$ cat src/cdq_pkg.sv
// ----------------------------------------------------------------------------
// cdq_pkg
// Shared types and constants of the circular deque: command and status codes,
// the capacity register format and the descriptor passed from front to back.
// ----------------------------------------------------------------------------
package cdq_pkg;

  // Capacity register width and its value after reset.
  localparam int CAP_W = 5;
  localparam logic [CAP_W-1:0] CAP_RESET = 5'd16;

  typedef enum logic [2:0] {
    CMD_PUSH_FRONT = 3'd0,
    CMD_PUSH_BACK  = 3'd1,
    CMD_POP_FRONT  = 3'd2,
    CMD_POP_BACK   = 3'd3,
    CMD_DUMP_FRONT = 3'd4,
    CMD_DUMP_BACK  = 3'd5
  } cmd_t;

  typedef enum logic [1:0] {
    STAT_OK    = 2'd0,
    STAT_FULL  = 2'd1,
    STAT_EMPTY = 2'd2
  } status_t;

  // Control part of one queued operation for the back end.
  typedef struct packed {
    logic    wr;
    logic    rd;
    status_t status;
    logic    is_empty;
    logic    is_full;
    logic    last;
  } cdq_meta_t;

endpackage

$ cat src/cdq_front.sv
// ----------------------------------------------------------------------------
// cdq_front
// Command front end: owns the deque indices and capacity, decodes requests and
// issues storage ops to the queue, expanding dumps one per cycle when ready.
// ----------------------------------------------------------------------------
module cdq_front import cdq_pkg::*; #(
  parameter int DEPTH      = 16,
  parameter int DATA_WIDTH = 32,
  localparam int IDX_W     = $clog2(DEPTH),
  localparam int CNT_W     = $clog2(DEPTH + 1)
) (
  input  logic                  clk,
  input  logic                  rst_n,
  input  logic                  in_valid,
  output logic                  in_ready,
  input  logic [2:0]            in_cmd,
  input  logic [DATA_WIDTH-1:0] in_push_value,
  input  logic                  cfg_valid,
  output logic                  cfg_ready,
  input  logic [CAP_W-1:0]      cfg_capacity,
  output logic                  q_valid,
  input  logic                  q_ready,
  output cdq_meta_t             q_meta,
  output logic [IDX_W-1:0]      q_addr,
  output logic [DATA_WIDTH-1:0] q_wdata
);

  localparam logic [CNT_W-1:0] CAP_RST =
    (int'(CAP_RESET) > DEPTH) ? CNT_W'(DEPTH) : CNT_W'(CAP_RESET);

  logic [CNT_W-1:0] cap_r,   cap_nxt;
  logic [IDX_W-1:0] front_r, front_nxt;
  logic [IDX_W-1:0] rear_r,  rear_nxt;
  logic             empty_r, empty_nxt;
  logic             busy_r,  busy_nxt;
  logic             back_r,  back_nxt;
  logic [IDX_W-1:0] idx_r,   idx_nxt;
  logic [CNT_W-1:0] n_r,     n_nxt;
  logic             cur_full;
  logic             dump_end;

  function automatic logic [IDX_W-1:0] next_idx(input logic [IDX_W-1:0] i,
                                                input logic [CNT_W-1:0] cap);
    logic [CNT_W-1:0] inc;
    inc = CNT_W'(i) + CNT_W'(1);
    return (inc >= cap) ? '0 : IDX_W'(inc);
  endfunction

  function automatic logic [IDX_W-1:0] prev_idx(input logic [IDX_W-1:0] i,
                                                input logic [CNT_W-1:0] cap);
    logic [CNT_W-1:0] dec;
    dec = cap - CNT_W'(1);
    return (i == '0) ? IDX_W'(dec) : i - IDX_W'(1);
  endfunction

  function automatic logic full_of(input logic empty, input logic [IDX_W-1:0] f,
                                   input logic [IDX_W-1:0] r,
                                   input logic [CNT_W-1:0] cap);
    return !empty && (next_idx(r, cap) == f);
  endfunction

  assign in_ready  = !busy_r && q_ready;
  assign cfg_ready = !busy_r;
  assign cur_full  = full_of(empty_r, front_r, rear_r, cap_r);

  always_comb begin
    cap_nxt   = cap_r;
    front_nxt = front_r;
    rear_nxt  = rear_r;
    empty_nxt = empty_r;
    busy_nxt  = busy_r;
    back_nxt  = back_r;
    idx_nxt   = idx_r;
    n_nxt     = n_r;
    q_valid   = 1'b0;
    q_meta    = '{wr: 1'b0, rd: 1'b0, status: STAT_OK, is_empty: empty_r,
                  is_full: cur_full, last: 1'b1};
    q_addr    = '0;
    q_wdata   = in_push_value;
    dump_end  = 1'b0;

    if (busy_r) begin
      // One stored entry per cycle when q_ready; the deque is left as it is.
      dump_end = (back_r ? (idx_r == front_r) : (idx_r == rear_r)) ||
                 (n_r + CNT_W'(1) == cap_r);
      if (q_ready) begin
        q_valid     = 1'b1;
        q_meta.rd   = 1'b1;
        q_meta.last = dump_end;
        q_addr      = idx_r;
        if (dump_end) begin
          busy_nxt = 1'b0;
        end else begin
          idx_nxt = back_r ? prev_idx(idx_r, cap_r) : next_idx(idx_r, cap_r);
          n_nxt   = n_r + CNT_W'(1);
        end
      end
    end else if (in_valid && q_ready) begin
      q_valid = 1'b1;
      unique case (cmd_t'(in_cmd))
        CMD_PUSH_FRONT, CMD_PUSH_BACK: begin
          if (cur_full) begin
            q_meta.status = STAT_FULL;
          end else begin
            q_meta.wr = 1'b1;
            if (empty_r) begin
              front_nxt = '0;
              rear_nxt  = '0;
              empty_nxt = 1'b0;
              q_addr    = '0;
            end else if (cmd_t'(in_cmd) == CMD_PUSH_FRONT) begin
              front_nxt = prev_idx(front_r, cap_r);
              q_addr    = front_nxt;
            end else begin
              rear_nxt = next_idx(rear_r, cap_r);
              q_addr   = rear_nxt;
            end
          end
        end
        CMD_POP_FRONT, CMD_POP_BACK: begin
          if (empty_r) begin
            q_meta.status = STAT_EMPTY;
          end else begin
            q_meta.rd = 1'b1;
            q_addr    = (cmd_t'(in_cmd) == CMD_POP_FRONT) ? front_r : rear_r;
            if (front_r == rear_r) begin
              front_nxt = '0;
              rear_nxt  = '0;
              empty_nxt = 1'b1;
            end else if (cmd_t'(in_cmd) == CMD_POP_FRONT) begin
              front_nxt = next_idx(front_r, cap_r);
            end else begin
              rear_nxt = prev_idx(rear_r, cap_r);
            end
          end
        end
        CMD_DUMP_FRONT, CMD_DUMP_BACK: begin
          if (empty_r) begin
            q_meta.status = STAT_EMPTY;
          end else begin
            // Entries are issued from the busy state that this sets.
            q_valid  = 1'b0;
            busy_nxt = 1'b1;
            back_nxt = (cmd_t'(in_cmd) == CMD_DUMP_BACK);
            idx_nxt  = (cmd_t'(in_cmd) == CMD_DUMP_BACK) ? rear_r : front_r;
            n_nxt    = '0;
          end
        end
        default: begin
        end
      endcase
      q_meta.is_empty = empty_nxt;
      q_meta.is_full  = full_of(empty_nxt, front_nxt, rear_nxt, cap_r);
    end

    // A capacity write empties the deque; stored data is kept.
    if (cfg_valid && cfg_ready) begin
      if (cfg_capacity == '0) begin
        cap_nxt = CNT_W'(1);
      end else if (int'(cfg_capacity) > DEPTH) begin
        cap_nxt = CNT_W'(DEPTH);
      end else begin
        cap_nxt = CNT_W'(cfg_capacity);
      end
      front_nxt = '0;
      rear_nxt  = '0;
      empty_nxt = 1'b1;
    end
  end

  always_ff @(posedge clk) begin
    if (!rst_n) begin
      cap_r   <= CAP_RST;
      front_r <= '0;
      rear_r  <= '0;
      empty_r <= 1'b1;
      busy_r  <= 1'b0;
      back_r  <= 1'b0;
      idx_r   <= '0;
      n_r     <= '0;
    end else begin
      cap_r   <= cap_nxt;
      front_r <= front_nxt;
      rear_r  <= rear_nxt;
      empty_r <= empty_nxt;
      busy_r  <= busy_nxt;
      back_r  <= back_nxt;
      idx_r   <= idx_nxt;
      n_r     <= n_nxt;
    end
  end

endmodule

$ cat src/cdq_queue.sv
// ----------------------------------------------------------------------------
// cdq_queue
// Two-entry first-in first-out buffer between the front and back ends; it
// takes one request per cycle unless full, gives one per cycle unless empty,
// and its ready does not depend on the reading side.
// ----------------------------------------------------------------------------
module cdq_queue import cdq_pkg::*; #(
  parameter int WIDTH = 48
) (
  input  logic             clk,
  input  logic             rst_n,
  input  logic             wr_valid,
  output logic             wr_ready,
  input  logic [WIDTH-1:0] wr_data,
  output logic             rd_valid,
  input  logic             rd_ready,
  output logic [WIDTH-1:0] rd_data
);

  logic [WIDTH-1:0] slot_r [2];
  logic             wr_ptr_r, wr_ptr_nxt;
  logic             rd_ptr_r, rd_ptr_nxt;
  logic [1:0]       count_r,  count_nxt;
  logic             push, pop;

  assign wr_ready = (count_r != 2'd2);
  assign rd_valid = (count_r != 2'd0);
  assign rd_data  = slot_r[rd_ptr_r];
  assign push     = wr_valid && wr_ready;
  assign pop      = rd_valid && rd_ready;

  always_comb begin
    wr_ptr_nxt = push ? !wr_ptr_r : wr_ptr_r;
    rd_ptr_nxt = pop ? !rd_ptr_r : rd_ptr_r;
    count_nxt  = count_r + 2'(push) - 2'(pop);
  end

  always_ff @(posedge clk) begin
    if (!rst_n) begin
      wr_ptr_r <= 1'b0;
      rd_ptr_r <= 1'b0;
      count_r  <= 2'd0;
    end else begin
      wr_ptr_r <= wr_ptr_nxt;
      rd_ptr_r <= rd_ptr_nxt;
      count_r  <= count_nxt;
    end
  end

  always_ff @(posedge clk) begin
    if (push) begin
      slot_r[wr_ptr_r] <= wr_data;
    end
  end

endmodule

$ cat src/cdq_back.sv
// ----------------------------------------------------------------------------
// cdq_back
// Storage back end: holds the slot memory, carries out queued writes and reads
// in order and presents each result in an output register.
// ----------------------------------------------------------------------------
module cdq_back import cdq_pkg::*; #(
  parameter int DEPTH      = 16,
  parameter int DATA_WIDTH = 32,
  localparam int IDX_W     = $clog2(DEPTH)
) (
  input  logic                  clk,
  input  logic                  rst_n,
  input  logic                  q_valid,
  output logic                  q_ready,
  input  cdq_meta_t             q_meta,
  input  logic [IDX_W-1:0]      q_addr,
  input  logic [DATA_WIDTH-1:0] q_wdata,
  output logic                  out_valid,
  input  logic                  out_ready,
  output logic [DATA_WIDTH-1:0] out_data,
  output cdq_meta_t             out_meta
);

  logic [DATA_WIDTH-1:0] mem [DEPTH];
  logic                  out_valid_r, out_valid_nxt;
  logic [DATA_WIDTH-1:0] data_r;
  cdq_meta_t             meta_r;
  logic                  take;

  // The output register is refilled as soon as its result has gone.
  assign q_ready   = !out_valid_r || out_ready;
  assign take      = q_valid && q_ready;
  assign out_valid = out_valid_r;
  assign out_data  = data_r;
  assign out_meta  = meta_r;

  always_comb begin
    out_valid_nxt = take ? 1'b1 : (out_ready ? 1'b0 : out_valid_r);
  end

  always_ff @(posedge clk) begin
    if (!rst_n) begin
      out_valid_r <= 1'b0;
    end else begin
      out_valid_r <= out_valid_nxt;
    end
  end

  always_ff @(posedge clk) begin
    if (take) begin
      if (q_meta.wr) begin
        mem[q_addr] <= q_wdata;
      end
      data_r <= q_meta.rd ? mem[q_addr] : '0;
      meta_r <= q_meta;
    end
  end

endmodule

$ cat src/circular_deque.sv
// ----------------------------------------------------------------------------
// circular_deque
// Double-ended queue in a circular slot store with a configurable capacity.
// ----------------------------------------------------------------------------
// Usage:
//   Requests enter on in_valid/in_ready with a command and a push value. Each
//   push, pop or unknown command gives one result; a dump of a non-empty deque
//   gives one result per stored entry, with out_last on the final one, and a
//   dump of an empty deque one result with empty status. Every result shows
//   the empty and full flags as they stand after its request.
//   Pushes and pops are taken one per cycle while in_ready is high; a result
//   passes through the two-entry queue and then the back end's output
//   register before it appears on the outputs. A dump holds the input until
//   its last entry is issued, one slot read per cycle while the queue is
//   ready, by the front end's dump counter.
//   A two-entry queue separates the command front end from the memory back
//   end, so requests keep being accepted while a result waits in the output
//   register; a stalled receiver backs the queue up and then drops in_ready.
//   cfg_capacity sets the number of slots in use (zero acts as one, values
//   above DEPTH as DEPTH) and empties the deque; cfg_ready is low during a
//   dump. Reset empties the deque and sets the capacity to 16, capped at
//   DEPTH; slot contents are undefined until written.
// ----------------------------------------------------------------------------
module circular_deque import cdq_pkg::*; #(
  parameter int DEPTH      = 16,
  parameter int DATA_WIDTH = 32
) (
  input  logic                         clk,
  input  logic                         rst_n,
  input  logic                         in_valid,
  output logic                         in_ready,
  input  logic [2:0]                   in_cmd,
  input  logic signed [DATA_WIDTH-1:0] in_push_value,
  output logic                         out_valid,
  input  logic                         out_ready,
  output logic signed [DATA_WIDTH-1:0] out_data_value,
  output logic [1:0]                   out_status,
  output logic                         out_is_empty,
  output logic                         out_is_full,
  output logic                         out_last,
  input  logic                         cfg_valid,
  output logic                         cfg_ready,
  input  logic [CAP_W-1:0]             cfg_capacity
);

  localparam int IDX_W = $clog2(DEPTH);
  localparam int Q_W   = $bits(cdq_meta_t) + IDX_W + DATA_WIDTH;

  logic                  fq_valid, fq_ready;
  cdq_meta_t             fq_meta;
  logic [IDX_W-1:0]      fq_addr;
  logic [DATA_WIDTH-1:0] fq_wdata;
  logic                  qb_valid, qb_ready;
  logic [Q_W-1:0]        qb_data;
  cdq_meta_t             qb_meta;
  logic [IDX_W-1:0]      qb_addr;
  logic [DATA_WIDTH-1:0] qb_wdata;
  logic [DATA_WIDTH-1:0] res_data;
  cdq_meta_t             res_meta;

  cdq_front #(.DEPTH(DEPTH), .DATA_WIDTH(DATA_WIDTH)) u_front (
    .clk           (clk),
    .rst_n         (rst_n),
    .in_valid      (in_valid),
    .in_ready      (in_ready),
    .in_cmd        (in_cmd),
    .in_push_value (in_push_value),
    .cfg_valid     (cfg_valid),
    .cfg_ready     (cfg_ready),
    .cfg_capacity  (cfg_capacity),
    .q_valid       (fq_valid),
    .q_ready       (fq_ready),
    .q_meta        (fq_meta),
    .q_addr        (fq_addr),
    .q_wdata       (fq_wdata)
  );

  cdq_queue #(.WIDTH(Q_W)) u_queue (
    .clk      (clk),
    .rst_n    (rst_n),
    .wr_valid (fq_valid),
    .wr_ready (fq_ready),
    .wr_data  ({fq_meta, fq_addr, fq_wdata}),
    .rd_valid (qb_valid),
    .rd_ready (qb_ready),
    .rd_data  (qb_data)
  );

  assign {qb_meta, qb_addr, qb_wdata} = qb_data;

  cdq_back #(.DEPTH(DEPTH), .DATA_WIDTH(DATA_WIDTH)) u_back (
    .clk       (clk),
    .rst_n     (rst_n),
    .q_valid   (qb_valid),
    .q_ready   (qb_ready),
    .q_meta    (qb_meta),
    .q_addr    (qb_addr),
    .q_wdata   (qb_wdata),
    .out_valid (out_valid),
    .out_ready (out_ready),
    .out_data  (res_data),
    .out_meta  (res_meta)
  );

  assign out_data_value = res_data;
  assign out_status     = res_meta.status;
  assign out_is_empty   = res_meta.is_empty;
  assign out_is_full    = res_meta.is_full;
  assign out_last       = res_meta.last;

endmodule

$ cat config.mk
export PLATFORM = sky130hd
export DESIGN_NAME = circular_deque
export DESIGN_NICKNAME = d
export VERILOG_FILES = /design/src/cdq_pkg.sv /design/src/cdq_front.sv /design/src/cdq_queue.sv /design/src/cdq_back.sv /design/src/circular_deque.sv
export SDC_FILE = /design/constraint.sdc
export NUM_CORES = 1
export LEC_CHECK = 0
export BUFFER_PORTS_ARGS = -buffer_cell sky130_fd_sc_hd__buf_2
export CORE_ASPECT_RATIO = 0.7
export CORE_MARGIN = 2
export CORE_UTILIZATION = 45
export CTS_CLUSTER_SIZE = 10
export DETAILED_ROUTE_END_ITERATION = 10
export PLACE_DENSITY = 0.72
export REMOVE_ABC_BUFFERS = 1
export SETUP_SLACK_MARGIN = 0.1
export SLEW_MARGIN = 20
export SYNTH_ARGS = -nofsm -noshare
export SYNTH_HDL_FRONTEND = slang
export SYNTH_SLANG_ARGS = --single-unit
$ cat constraint.sdc
create_clock -name clk -period 6.85 [get_ports clk]
set_input_delay 0.3425 -clock clk [delete_from_list [all_inputs] [get_ports clk]]
set_output_delay 0.3425 -clock clk [all_outputs]
set_load 0.05 [all_outputs]
==> results of run 1 <==
==> flip-flops by register name, summed over array words and instances (netlist names), named ones only <==
| signal | flops |
|---|---|
| u_back.out_data | 32 |
| u_front.back_r | 1 |
| u_front.front_r | 4 |
| u_queue.wr_ptr_r | 1 |
| u_queue.rd_ptr_r | 1 |
| u_queue.slot_r | 86 |
| u_front.rear_r | 4 |
| u_front.busy_r | 1 |
| u_back.out_valid | 1 |
| u_front.empty_r | 1 |
| u_front.idx_r | 4 |
| u_back.mem | 512 |
| u_queue.count_r | 2 |
| u_back.out_meta | 5 |
| u_front.cap_r | 5 |
| u_front.n_r | 5 |
==> per-stage QoR <==
stage / setup TNS, ns / power [µW]
after floorplan: -2618.07 / 7320
after global placement: 0 / 7940
after detailed placement: 0 / 8020
after CTS: 0 / 11700
after global routing: 0 / 12100
final: 0 / 11600
==> kinds of logic after synthesis <==
logic type	Yosys count	synth area share
AOI/OAI and AO/OA	309	0.0810
xor gates and xnor gates	33	0.0106
adders and majority gates	31	0.0139
buffers and inverters	168	0.0230
DFF	666	0.705
muxes	59	0.0230
and+or+nand+nor	914	0.143
==> power by group <==
group	switching (µW)	internal (µW)	total [µW]
registers	141	5090	5230
clock network	1510	2120	3630
logic	2040	706	2750
==> worst max-delay path by stage <==
stage | end | cells after the start
3_3_place_gp | u_queue.slot_r[0][37] | 25
4_1_cts | u_queue.slot_r[1][37] | 25
5_1_grt | u_queue.slot_r[1][37] | 25
2_1_floorplan | u_back.mem[12][0] | 3
3_5_place_dp | u_queue.slot_r[0][37] | 25
6_report | u_queue.slot_r[0][37] | 25
==> layout by cell type, fill, tap and decap left out, types with 10 or more instances in the layout <==
master,netlist,layout
a211oi_1,39,39
nor2b_1,23,23
nor2_1,60,47
and3_1,68,68
clkbuf_16,0,79
inv_1,22,22
nand3_1,138,138
a21oi_1,36,36
clkbuf_1,127,18
dfxtp_1,31,30
nor2_4,0,13
nor3_1,24,19
mux2_2,41,39
edfxtp_1,635,635
a31oi_1,39,39
o21ai_0,34,34
ha_1,31,31
nand2b_1,11,11
xnor2_1,23,23
a311oi_1,97,97
a21o_1,10,10
dlygate4sd3_1,0,32
buf_2,3,84
mux2i_1,18,13
buf_4,0,36
nand2_1,559,559
==> tightest hold or removal path: cells and delay by family <==
family,cells,cell delay (ns)
AOI/OAI and AO/OA,1,0.09
buffers and inverters,1,0.12
and+or+nand+nor,1,0.07
==> timing repair <==
item	CTS	global route
gates resized for setup	0	0
buffers inserted	0	0
endpoints found under the hold margin	64	0
hold buffers	32	0
==> layout make-up <==
class	instances	area, µm²	area share
Multi-Input combinational cell	1346	7790	0.245
Inverter	23	86.3	0.00271
Sequential cell	666	19700	0.619
Clock inverter	7	90.1	0.00283
Clock buffer	98	2060	0.0647
Timing Repair Buffer	154	1060	0.0333
Tap cell	819	1020	0.0322
==> metal layers <==
| layer | track usage | vias up |
|---|---|---|
| li1 | - | 8238 |
| met1 | 0.332 | 9072 |
| met2 | 0.334 | 808 |
| met3 | 0.0400 | 114 |
| met4 | 0.0616 | 0 |
| met5 | 0 | - |
==> reports/results.ini, run 1 <==
[place]
preCtsSetupSlack_ns=1.08
port_buffers=84
dp_cells=2975
placed_cell_area_um2=29300
hpwl_mm=39.0
globalplace.congestion=0.908

[cts]
cts_buffer_depth=3
h-tree-depth=3
clk-insertion-delay-late_ns=0.62
path_clk_slew_ns=0.07
cts_buffers=77
cts_root_buffer=clkbuf_16
tritoncts=yes
cts.sinks=666

[routing]
firstDrtPassIters=5
dr_wl_met2_mm=32.0
drtAntennaViolNets=0
viasPerCell=5.86
met1_length_mm=31.8
drc=0
wl_per_cell_um=22.9
top_layer=met4
drt_iter0_markers=2401
dr_total_vias=18200
wl_met3_mm=5.92
wl_mm=71.2

[setup_path]
r2r-start=u_front.rear_r[0]
crit_type=reg2reg
path_buf_inv=4
crit_path_frequent_cell=ha_1
worst_path_max_delay_cell=nor3_1
cp_top_family=compound AO/OA/AOI/OAI gates
crit_path_start_kind=register
cp-end-kind=register
crit_fanout=8
ff2ff_setup_slack_ns=0.92
max_stage_delay_ns=0.64
ff2ff_path_depth=25
cp-startpoint=u_front.rear_r[0]
crit_arrival_ns=6.29
reg2reg_to=u_queue.slot_r[0][37]
worstPathRequired_ns=7.20

[run]
cap_violations=0

[floorplan]
die_x_um=302
fp-row-count=76
initial_core_util=0.454
die_area_um2=64100
design.core.area_um2=61400
io_pins=85
dieHeight_um=212

[sta]
finalCritPeriodShare=0.866
fmax_mhz=169
setup_violations=0
setup_ws_ns=0.919
rsz0062_at_grt=false
tightest_slew_ns=1.06
skew_ns=0.0235
hold_slack_ns=0.0454
finalHoldViolCount=0
finalMaxSlewViolations=0
slew_headroom=0.286
finalCriticalPeriod_ns=5.93

[final_layout]
finalNetCount=2344
n_antenna_cell=0
finish.instance_area_um2=31800
final_util=0.518
num-fill-cells=5080
fin_cells=3113
drive_above_1_share=0.125
synthToLayoutAreaGrowth_pct=13.9

[yosys]
netlist_top_cells_count=edfxtp_1, nand2_1, nand3_1
synth-async-reset-ratio=0
ys_types=63
synth_area_leader_cell=edfxtp_1
synth-edff-count=635
synthCells=2180
yosysMostFrequentCell=edfxtp_1
synth-seq-area-share=0.705
yosysWarnings=0
syn-cell-area_um2=27900
ys.flop_type=edfxtp_1
synth_top_area_frac=0.683
synth_area_leaders=edfxtp_1, nand2_1, a311oi_1, nand3_1, dfxtp_1
ys_ff_latch=666
postSynthAreaPerCell_um2=12.8

[hold_path]
hp-class=in2reg
min_path_cells=3
min_to=u_front.cap_r[4]
hold_start=cfg_capacity[4]

[power]
power.density_nw_per_um2=365
ir_worst_vdd_mv=0.226
leakage_uw=0.0110

[grt]
grt_pass1_wl_mm=106
grt_start_max_net_pins=144
track_usage=0.222
antenna_found_initial=0
gr-total-overflow=0
grt_pass1_vias=17300

[status]
status=completed

(Power assumes the default switching activity.)
==> run 2: changes to the inputs <==
--- a/config.mk
+++ b/config.mk
@@ -11,9 +11,9 @@
 export CORE_UTILIZATION = 45
 export CTS_CLUSTER_SIZE = 10
 export DETAILED_ROUTE_END_ITERATION = 10
-export PLACE_DENSITY = 0.72
 export REMOVE_ABC_BUFFERS = 1
 export SETUP_SLACK_MARGIN = 0.1
+export SKIP_CTS_REPAIR_TIMING = 1
 export SLEW_MARGIN = 20
 export SYNTH_ARGS = -nofsm -noshare
 export SYNTH_HDL_FRONTEND = slang
==> run 2 against run 1 <==
  * Global-route usage grew 1.2 points
  * Clock-buffer cell count grew 2
  * Cell area grew 0.26%
  * Final cell count grew 0.32%
  * Die area is the same
  * Non-clock buffer count grew 9
  * Critical path depth is the same
  * First-iteration DRC count shrank 21%
  * Largest cell class unchanged
  * Highest routed layer unchanged
==> reports/results.ini, run 2 (synthesized netlist as in run 1, its figures left out) <==
[sta]
finalCritPeriodShare=0.875
finalCriticalPeriod_ns=6.00
tightest_slew_ns=1.08
rsz0062_at_grt=false
finalHoldViolCount=0
setup_ws_ns=0.853
slew_headroom=0.281
skew_ns=0.0216
finalMaxSlewViolations=0
setup_violations=0
fmax_mhz=167

[routing]
wl_met3_mm=4.56
dr_wl_met2_mm=31.8
drt_iter0_markers=1897
wl_per_cell_um=23.9
drc=0
drtAntennaViolNets=0
met1_length_mm=36.7
wl_mm=74.7
firstDrtPassIters=5
viasPerCell=5.78
top_layer=met4
dr_total_vias=18100

[final_layout]
num-fill-cells=5217
finalNetCount=2353
fin_cells=3123
final_cell_mix=edfxtp_1, nand2_1, nand3_1, a311oi_1, buf_2
largest_reg_flops=512
top_register=u_back.mem
synthToLayoutAreaGrowth_pct=14.2
mostFrequentLayoutCell=edfxtp_1
drive_above_1_share=0.128
final_util=0.519
n_antenna_cell=0

[setup_path]
crit_type=reg2reg
r2r-start=u_front.rear_r[1]
ff2ff_path_depth=25
crit_end=u_queue.slot_r[1][37]
crit_arrival_ns=6.34
cp-startpoint=u_front.rear_r[1]
max_stage_delay_ns=0.68
crit_path_frequent_cell=ha_1
worst-path-stages=25
crit_fanout=11
crit_path_start_kind=register
ff2ff_setup_slack_ns=0.85
reg2reg_to=u_queue.slot_r[1][37]
cp-end-kind=register
path_buf_inv=4
cp_top_family=compound AO/OA/AOI/OAI gates
worst_path_max_delay_cell=dfxtp_1
worstPathRequired_ns=7.19

[cts]
clk-insertion-delay-late_ns=0.61
cts_buffers=77
cts_root_buffer=clkbuf_16
cts.sinks=666
tritoncts=yes
path_clk_slew_ns=0.06
cts_buffer_depth=3
h-tree-depth=3

[power]
leakage_uw=0.0110
swShare=0.319
power.density_nw_per_um2=366
p_seq_frac=0.446
power.internal_uw=7950
comb_power_share=0.240
power_switching_uw=3730
ir_worst_vdd_mv=0.282
clkPwrFrac=0.314

[grt]
grt_pass1_vias=17000
track_usage=0.234
gr-total-overflow=0
grt_pass1_wl_mm=110
antenna_found_initial=1
grt_start_max_net_pins=175

[floorplan]
io_pins=85
die_x_um=302
dieHeight_um=212
fp-row-count=76
initial_core_util=0.454
design.core.area_um2=61400
die_area_um2=64100

[place]
globalplace.congestion=0.940
port_buffers=84
dp_cells=2985
preCtsSetupSlack_ns=0.996
hpwl_mm=40.8

[hold_path]
hp-class=in2reg

[run]
cap_violations=0

[status]
status=completed

run 2: layout make-up:
class                           count  area [µm²]  share of cell area
Sequential cell                   666       19700               0.618
Timing Repair Buffer              163        1120              0.0351
Clock buffer                      100        2090              0.0655
Clock inverter                      6        83.8             0.00263
Tap cell                          819        1020              0.0321
Multi-Input combinational cell   1346        7790               0.244
Inverter                           23        86.3             0.00271
run 2: how the worst min path moves through the flow:
stage                            from               endpoint  slack [ns]  cells after the start
global placement     u_front.cap_r[3]       u_front.cap_r[3]        0.50                      2
global route          cfg_capacity[4]       u_front.cap_r[4]        0.07                      3
detailed placement   u_front.cap_r[3]       u_front.cap_r[3]        0.50                      2
CTS                 in_push_value[26]  u_queue.slot_r[1][26]       -0.12                      1
floorplan                       rst_n       u_front.cap_r[4]        0.40                      1
finish                cfg_capacity[4]       u_front.cap_r[4]        0.03                      3
run 2: worst reg2reg max path: cells and delay by family, from the launching register on:
kind / cells / cell delay, ns
and+or+nand+nor: 6 / 1.14
AOI/OAI and AO/OA: 8 / 1.73
buffers and inverters: 4 / 0.46
adders and majority gates: 4 / 1.16
DFF: 1 / 0.68
xor gates and xnor gates: 3 / 0.59
run 2: power groups by stage:
| stage | clock, µW | sequential, µW | combinational [µW] |
|---|---|---|---|
| 3_3_place_gp | 0 | 5280 | 2760 |
| 2_1_floorplan | 0 | 5660 | 1650 |
| 5_1_grt | 3890 | 5230 | 3050 |
| 3_5_place_dp | 0 | 5290 | 2800 |
| 4_1_cts | 3740 | 5210 | 2810 |
| 6_report | 3660 | 5200 | 2810 |
run 2: metrics by stage:
step / area (µm²) / hold WS (ns) / total power, µW / TNS (ns)
floorplan: 27400 / 0.404 / 7320 / -2618.07
global placement: 29400 / 0.495 / 8040 / 0
detailed placement: 29400 / 0.504 / 8080 / 0
CTS: 31600 / -0.117 / 11700 / 0
global route: 31900 / 0.0689 / 12200 / 0
finish: 31900 / 0.0344 / 11700 / 0
run 2: per-layer routing:
| layer | up-vias | GRT usage |
|---|---|---|
| li1 | 8263 | - |
| met4 | 0 | 0.0609 |
| met1 | 9085 | 0.372 |
| met5 | - | 0 |
| met3 | 118 | 0.0363 |
| met2 | 584 | 0.331 |
==> run 3: changes to the inputs <==
--- a/config.mk
+++ b/config.mk
@@ -17,4 +17,5 @@
 export SLEW_MARGIN = 20
 export SYNTH_ARGS = -nofsm -noshare
 export SYNTH_HDL_FRONTEND = slang
+export SYNTH_HIERARCHICAL = 1
 export SYNTH_SLANG_ARGS = --single-unit
==> run 3 against run 2 <==
  * Fmax rose by 1.7%
  * Via count shrank 17%
  * Clock skew shrank 0.0047 ns
  * Clock-buffer cell count fell by 4
  * Cell area shrank 1.8%
  * Critical path type unchanged
==> reports/results.ini, run 3 <==
[status]
status=completed

[cts]
tritoncts=yes
cts_buffer_depth=3
cts.sinks=666
path_clk_slew_ns=0.06
clk-insertion-delay-late_ns=0.60
cts_root_buffer=clkbuf_16
cts_buffers=77
h-tree-depth=3

[place]
hpwl_mm=37.6
port_buffers=84
globalplace.congestion=0.883
dp_cells=2432

[grt]
gr-total-overflow=0
grt_pass1_vias=14700
antenna_found_initial=1
grt_pass1_wl_mm=98.2
grt_start_max_net_pins=85
track_usage=0.213

[sta]
finalHoldViolCount=0
rsz0062_at_grt=false
tightest_slew_ns=1.17
finalCriticalPeriod_ns=5.90
skew_ns=0.0170
fmax_mhz=170
finalCritPeriodShare=0.861
finalMaxSlewViolations=0
setup_violations=0
slew_headroom=0.218
tns_ns=0

[routing]
drt_iter0_markers=1533
drtAntennaViolNets=0
drc=0
wl_per_cell_um=26.2
firstDrtPassIters=5
dr_total_vias=15000
wl_mm=67.2
viasPerCell=5.84

[floorplan]
io_pins=85
fp-row-count=76
design.core.area_um2=61100
initial_core_util=0.453
die_x_um=301
dieHeight_um=212
die_area_um2=63600

[setup_path]
crit_arrival_ns=6.32
worstPathRequired_ns=7.27
cp-end-kind=register
r2r-start=u_front/rear_r[0]
crit_type=reg2reg
crit_fanout=13
crit_path_start_kind=register
cp-startpoint=u_front/rear_r[0]

[final_layout]
mostFrequentLayoutCell=edfxtp_1
finalNetCount=1800
top_register=u_back/mem
n_antenna_cell=0
num-fill-cells=4993
final_cell_mix=edfxtp_1, buf_2, mux2i_1, clkbuf_16, mux2_2
fin_cells=2567
synthToLayoutAreaGrowth_pct=13.1
drive_above_1_share=0.215
largest_reg_flops=512

[yosys]
synthCells=1619
postSynthAreaPerCell_um2=17.1
syn-cell-area_um2=27700
yosysWarnings=6

[run]
cap_violations=0

[power]
power.density_nw_per_um2=375
ir_worst_vdd_mv=0.250
leakage_uw=0.0104

[hold_path]
hold_start=cfg_capacity[4]
hp-class=in2reg

-- run 3: final timing paths --
kind	end	slack (ns)	depth (start not counted)
setup / recovery	u_queue/slot_r[0][37]	0.95	22
hold / removal	u_front/cap_r[4]	0.04	3
setup reg to reg	u_queue/slot_r[0][37]	0.95	22
hold reg to reg	u_queue/rd_ptr_r	0.51	2
-- run 3: per-layer routing --
layer / GRT usage / vias to the layer above / part of all wire
li1: - / 6621 / -
met1: 0.329 / 7811 / 0.48
met2: 0.313 / 462 / 0.44
met3: 0.0387 / 95 / 0.058
met4: 0.0524 / 0 / 0.020
met5: 0 / - / 0
-- run 3: per-stage QoR --
step / setup slack (ns) / instance area [µm²] / utilization / hold WS (ns) / power, µW
after global placement: 1.13 / 28800 / 0.472 / 0.492 / 8200
after detailed placement: 1.08 / 28800 / 0.472 / 0.502 / 8240
after global routing: 0.422 / 31300 / 0.512 / 0.0491 / 12200
after floorplan: -3.94 / 27000 / - / 0.404 / 7480
after CTS: 1.05 / 31000 / 0.507 / -0.105 / 11900
final: 0.954 / 31300 / 0.512 / 0.0391 / 11800
-- run 3: cell type report --
cell class	instances	area, µm²	area share
clock buffer	96	2050	0.0655
clock inverter	6	87.6	0.00280
inverter	23	86.3	0.00276
multi-input combinational	806	7360	0.235
sequential	666	19700	0.629
tap	819	1020	0.0327
timing repair buffer	151	1010	0.0323
-- run 3: power by group --
part	internal, µW	switching (µW)
Combinational	887	1960
Clock	2120	1490
Sequential	5200	102
Total	8210	3550
-- run 3: worst max-delay path: stages (launching register included) --
cell	delay (ns)
dfxtp_1	0.70
ha_1	0.34
xnor2_1	0.21
inv_1	0.12
ha_1	0.31
nand2_1	0.06
o21ai_1	0.38
a21oi_1	0.24
a211oi_2	0.32
and2_1	0.39
nor2_1	0.13
a221o_2	0.44
ha_1	0.37
ha_1	0.29
a21oi_1	0.16
nor2b_1	0.06
o21ai_0	0.16
nand2b_1	0.07
a21oi_1	0.33
nand2_1	0.11
mux2i_1	0.18
xnor2_1	0.11
o31ai_2	0.25
